===== config.mk =====
export PLATFORM = sky130hd
export DESIGN_NAME = pcs_queue
export DESIGN_NICKNAME = d
export VERILOG_FILES = /design/src/rtl/pcs_queue.sv
export SDC_FILE = /design/constraint.sdc
export NUM_CORES = 1
export LEC_CHECK = 0
export ABC_AREA = 1
export BUFFER_PORTS_ARGS = -buffer_cell sky130_fd_sc_hd__buf_2
export CAP_MARGIN = 10
export CELL_PAD_IN_SITES_DETAIL_PLACEMENT = 0
export CELL_PAD_IN_SITES_GLOBAL_PLACEMENT = 1
export CORE_UTILIZATION = 38
export CTS_BUF_LIST = sky130_fd_sc_hd__clkbuf_16
export DETAILED_ROUTE_END_ITERATION = 10
export GPL_TIMING_DRIVEN = 0
export PLACE_DENSITY = 0.77
export SLEW_MARGIN = 25
export SYNTH_ARGS = -nofsm -noshare
export SYNTH_HDL_FRONTEND = slang
export SYNTH_SLANG_ARGS = --single-unit
export TNS_END_PERCENT = 100

===== constraint.sdc =====
create_clock -name clk -period 2.1 [get_ports clk]
set_clock_uncertainty 0.15 [all_clocks]
set_input_delay 0.315 -clock clk [delete_from_list [all_inputs] [get_ports clk]]
set_output_delay 0.315 -clock clk [all_outputs]
set_load 0.005 [all_outputs]

===== src/rtl/pcs_queue.sv =====
`timescale 1ns / 1ps
// ----------------------------------------------------------------------------
// Small flop queue
// First-in first-out queue in flip-flops with a valid/ready write side and a
// valid/ready read side. The oldest word is always shown on the read side.
// ----------------------------------------------------------------------------
module pcs_queue #(
	parameter int WIDTH = 8,
	parameter int DEPTH = 2
) (
	input  logic             clk,
	input  logic             arst_n,
	input  logic             wr_valid,
	output logic             wr_ready,
	input  logic [WIDTH-1:0] wr_data,
	output logic             rd_valid,
	input  logic             rd_ready,
	output logic [WIDTH-1:0] rd_data
);

	localparam int PTR_W = (DEPTH > 1) ? $clog2(DEPTH) : 1;
	localparam int CNT_W = $clog2(DEPTH + 1);

	logic [WIDTH-1:0] mem_q [DEPTH];
	logic [PTR_W-1:0] wr_ptr_q;
	logic [PTR_W-1:0] rd_ptr_q;
	logic [CNT_W-1:0] count_q;
	logic             do_wr;
	logic             do_rd;

	// Handshake status follows the fill count.
	assign wr_ready = (count_q != CNT_W'(DEPTH));
	assign rd_valid = (count_q != '0);
	assign do_wr    = wr_valid && wr_ready;
	assign do_rd    = rd_valid && rd_ready;
	assign rd_data  = mem_q[rd_ptr_q];

	// Pointers and fill count.
	always_ff @(posedge clk or negedge arst_n) begin
		if (!arst_n) begin
			wr_ptr_q <= '0;
			rd_ptr_q <= '0;
			count_q  <= '0;
		end else begin
			if (do_wr) begin
				wr_ptr_q <= (wr_ptr_q == PTR_W'(DEPTH - 1)) ? '0 : wr_ptr_q + 1'b1;
			end
			if (do_rd) begin
				rd_ptr_q <= (rd_ptr_q == PTR_W'(DEPTH - 1)) ? '0 : rd_ptr_q + 1'b1;
			end
			case ({do_wr, do_rd})
				2'b10: count_q <= count_q + 1'b1;
				2'b01: count_q <= count_q - 1'b1;
				default: count_q <= count_q;
			endcase
		end
	end

	// Storage; entries carry no reset.
	always_ff @(posedge clk) begin
		if (do_wr) begin
			mem_q[wr_ptr_q] <= wr_data;
		end
	end

endmodule


# Word level (Yosys, flattened, before mapping)
# Memories as Yosys holds them, arrays and structs flattened.
# Index checks and enable logic that the tools add are counted.
# W data, S select, Z words.
[op_classes] mux=5 add_sub_neg=4 n_eq_ne=3 reduce_logical=4
[ops] operator="$mux W1" n=4
[ops] operator="$pmux W2 S2" n=1
[ops] operator="$reduce_bool A2 Y1" n=2
[ops] operator="$add A1 B1 Y1 const B" n=2
[ops] operator="$add A2 B1 Y2 const B" n=1
[ops] operator="$eq A2 B1 Y1 const B" n=1
[ops] operator="$eq A2 B2 Y1 const B" n=1
[ops] operator="$logic_and A1 B1 Y1" n=2
[ops] operator="$ne A2 B2 Y1 const B" n=1
[ops] operator="$sub A2 B1 Y2 const B" n=1
[word_totals] mem_bits_rw=16 reg_bits=4 n_memories=1
[memory_table] memory="mem_q" depth=2 width=8 read_ports=1 rd_ports_with_merged_regs=0 wr=1 line_no="24" rtl="logic [WIDTH-1:0] mem_q [DEPTH];"

# Longest topological paths before layout
[depth] word_depth=4 mapped_depth=10 ltp_nobuf=10

# Worst setup path after synthesis
# No wires, ideal clock.
[synth_path] path_kind="register -> register" start="register count_q[0]" end="memory mem_q[0][0], enable pin" path_stages_with_launch=5 path_buffers=0 slack_ns=0.638 t_arrival_ns=0.941 setup_ns=0.370 cell_sequence="dfrtp_1 > inv_2 > nand2_4 > nand2_4 > nor2_1"
[synth_between] elab_chain_cells=4
[synth_rtl] element="from (decl)" line_no="27" rtl="logic [CNT_W-1:0] count_q;"
[synth_rtl] element="from (signal assigned)" line_no="52" rtl="2'b10: count_q <= count_q + 1'b1;"
[synth_rtl] element="from (signal assigned)" line_no="53" rtl="2'b01: count_q <= count_q - 1'b1;"
[synth_rtl] element="from (signal assigned)" line_no="54" rtl="default: count_q <= count_q;"
[synth_rtl] element="$ne A2 B2 Y1" line_no="32" rtl="assign wr_ready = (count_q != CNT_W'(DEPTH));"
[synth_rtl] element="net wr_ready" line_no="14" rtl="output logic wr_ready,"
[synth_rtl] element="$logic_and A1 B1 Y1" line_no="34" rtl="assign do_wr = wr_valid && wr_ready;"
[synth_rtl] element="$mux W1" line_no="61" rtl="if (do_wr) begin"
[synth_rtl] element="$mux W1 (not written as such)" line_no="62" rtl="mem_q[wr_ptr_q] <= wr_data;"
[synth_rtl] element="to (decl)" line_no="24"
# The timed path passes the listed nets, and every way through them passes these cells.

# Worst setup path in the final report
[layout_path] start="register count_q[0]" end="memory mem_q[0][7], enable pin"
[layout_between] elab_chain_cells=4
[layout_rtl] element="$ne A2 B2 Y1" line_no="32"
[layout_rtl] element="$logic_and A1 B1 Y1" line_no="34"
[layout_rtl] element="$mux W1" line_no="61"
[layout_rtl] element="$mux W1 (not written as such)" line_no="62"
# Every way passes these cells.

==> flow_metrics.py <==
metrics = {
    "final_layout": {
        "multi_input_area_um2": 206,
        "num_antenna_cells": 0,
        "drive_gt1_share_pct": 33.0,
        "fin_nets": 111,
        "syn_to_final_growth_pct": 30.9,
        "seq_area_um2": 581,
        "utilization_pct": 53.7,
        "nFillCells": 180,
    },
    "clocking": {
        "clk_pin_slew_worst_paths_ns": 0.05,
        "clk_latency_ns": 0.25,
        "cts_buffer_depth": 2,
        "clock_sinks": 20,
        "cts_root_buf": "clkbuf_16",
        "cts_tree": "yes",
        "post_cts_resized": 0,
        "numCtsBuffers": 3,
        "htree_levels": 1,
    },
    "synthesis": {
        "seq_area_frac_synth_pct": 70.7,
        "synth_area_per_cell_um2": 11.6,
        "ys_warn_count": 0,
        "ys_seq_elements": 20,
        "syn_nets": 84,
        "ys_types": 15,
        "synth_cells": 71,
        "netlist_area_um2": 821,
    },
    "routing": {
        "num_vias": 558,
        "postRouteAntennaNets": 0,
        "routedWlPerCell_um": 10.5,
        "drt_wl_total_um": 1310,
        "drt-pass1-iter-count": 4,
        "drt_iter0_drc": 5,
        "route.detailed.drc": 0,
        "vias_per_cell": 4.50,
    },
    "sta": {
        "timing.hold.ws_ns": 0.0996,
        "layout_min_cycle_time_ns": 1.64,
        "rsz0062_at_grt": "no",
        "fin_setup_tns_ns": 0,
        "fmax_mhz": 612,
        "finalSetupViolCount": 0,
        "slew_violations": 0,
        "fin_crit_sh_pct": 77.9,
        "relSlewSlack_pct": 55.6,
        "hold_viol": 0,
        "worst-slew-pin-transition_ns": 0.664,
    },
    "grt": {
        "grt_pass1_vias": 544,
        "grt_pass1_wl_um": 2300,
        "antenna_found_initial": 0,
        "grtUsageTotal_pct": 13.2,
        "grt_max_degree": 13,
        "overflow": 0,
    },
    "pwr": {
        "leakage_nw": 0.503,
        "cellPowerDensity_mw_per_mm2": 1490,
        "finalPower_w": 0.00161,
        "irDropWorstVdd_v": 0.000733,
    },
    "min_path": {
        "min-delay-start": "wr_data[2]",
        "min_path_cells": 1,
        "hold_class": "input pin to flip-flop",
        "min_to": "mem_q[1][2]",
    },
    "floorplan": {
        "ios": 22,
        "start_util_pct": 41.0,
        "die_width_um": 48.5,
        "core_mm2": 0.00200,
        "die_h_um": 48.5,
        "die_area_mm2": 0.00235,
        "num_rows": 16,
    },
    "job": {
        "cap_violations": 0,
    },
    "critical_path": {
        "reg2reg_to": "mem_q[0][7]",
        "crit_arrival_ns": 1.37,
        "rr_startpoint": "count_q[0]",
        "worst-setup-path-type": "flip-flop to flip-flop",
        "startpoint_type": "flip-flop",
        "critPathRequiredTime_ns": 1.83,
        "ff2ff_path_depth": 4,
        "rrSetupSlack_ns": 0.46,
        "end_kind": "flip-flop",
        "cp_max_fo": 8,
    },
    "outcome": {
        "outcome": "finished clean",
    },
    "placement": {
        "dp_hpwl_um": 926,
        "io_buffers": 21,
        "gp_congestion": 0.747,
    },
}
[state kept, by name (all words and copies together), names as in the netlist]
register and count:
wr_ptr_q 1, mem_q 16, count_q 2, rd_ptr_q 1
[power by group]
| part | leakage, nW | switching, W | internal [W] |
|---|---|---|---|
| Sequential | 0.196 | 0.0000447 | 0.000553 |
| Combinational | 0.255 | 0.000304 | 0.000196 |
| Clock | 0.0511 | 0.000130 | 0.000378 |
[worst max-delay path: stages (launching register included)]
cell	delay (ns)
dfrtp_1	0.39
inv_2	0.08
nand2_4	0.08
nand2_4	0.06
nor2_1	0.51
[per-stage QoR]
stage	area [um^2]	cells	setup WS, ns
final	1070	124	0.465
after global routing	1070	124	0.328
after detailed placement	960	119	0.447
after global placement	960	119	0.438
after floorplan	821	71	0.638
after CTS	1070	124	0.430
[cells by family after synthesis]
family | after synthesis | share of synthesized area [%]
AO/OA/AOI/OAI | 1 | 0.609
XOR/XNOR | 1 | 1.07
adder cells (fa/ha/maj) | 1 | 1.52
buffers and inverters | 8 | 4.12
flip-flops | 20 | 70.7
AND/OR/NAND/NOR | 40 | 22.0
[per-layer routing]
metal  vias up  global-route usage (%)  share of wire, %
li1        282                       -                 -
met1       259                    14.3                42
met2        12                    24.2                52
met3         5                    3.14               4.2
met4         0                    5.88               1.8
met5         -                       0                 0
[synth_stat cells]
cell | count | area share, %
a21oi_1 | 1 | 0.61
nand2_4 | 2 | 2.7
dfrtp_1 | 4 | 12
inv_1 | 5 | 2.3
nand3_1 | 2 | 1.2
nand2_2 | 1 | 0.76
xnor2_1 | 1 | 1.1
buf_4 | 1 | 0.91
nor2_4 | 1 | 1.4
edfxtp_1 | 16 | 59
nand2_1 | 31 | 14
nand4_1 | 1 | 0.76
nor2_1 | 2 | 0.91
inv_2 | 2 | 0.91
ha_1 | 1 | 1.5
[timing repair]
action,in CTS,in global routing
endpoints found under the hold margin,4,0
hold buffers,1,0
setup buffers,0,0
[worst max path at each step]
stage,start,cells past startpoint,end
3_5_place_dp,count_q[0],4,mem_q[0][1]
6_report,count_q[0],4,mem_q[0][7]
3_3_place_gp,count_q[0],4,mem_q[0][7]
2_1_floorplan,count_q[0],4,mem_q[0][0]
4_1_cts,count_q[0],4,mem_q[0][6]
5_1_grt,count_q[0],4,mem_q[0][6]
[cells in the final DEF (no fill, tap or decap)]
cell,instances
a21oi_1,1
ha_1,1
bufinv_16,1
nor2_1,2
inv_2,2
nand3_1,2
buf_4,1
nand2_2,1
dlygate4sd3_1,1
buf_2,21
edfxtp_1,16
dfrtp_1,4
inv_1,5
nand2_1,31
nand2_4,2
xnor2_1,1
clkbuf_16,3
nor2_4,1
nand4_1,1
[area by class of cell]
cell class	instances	area share [%]
Multi-Input combinational cell	43	19.2
Clock buffer	3	6.98
Timing Repair Buffer	22	10.7
Tap cell	27	3.14
Clock inverter	1	2.79
Inverter	7	2.44
Sequential cell	20	54.0
Buffer	1	0.698
No activity file was read; power rests on OpenSTA's default activity.
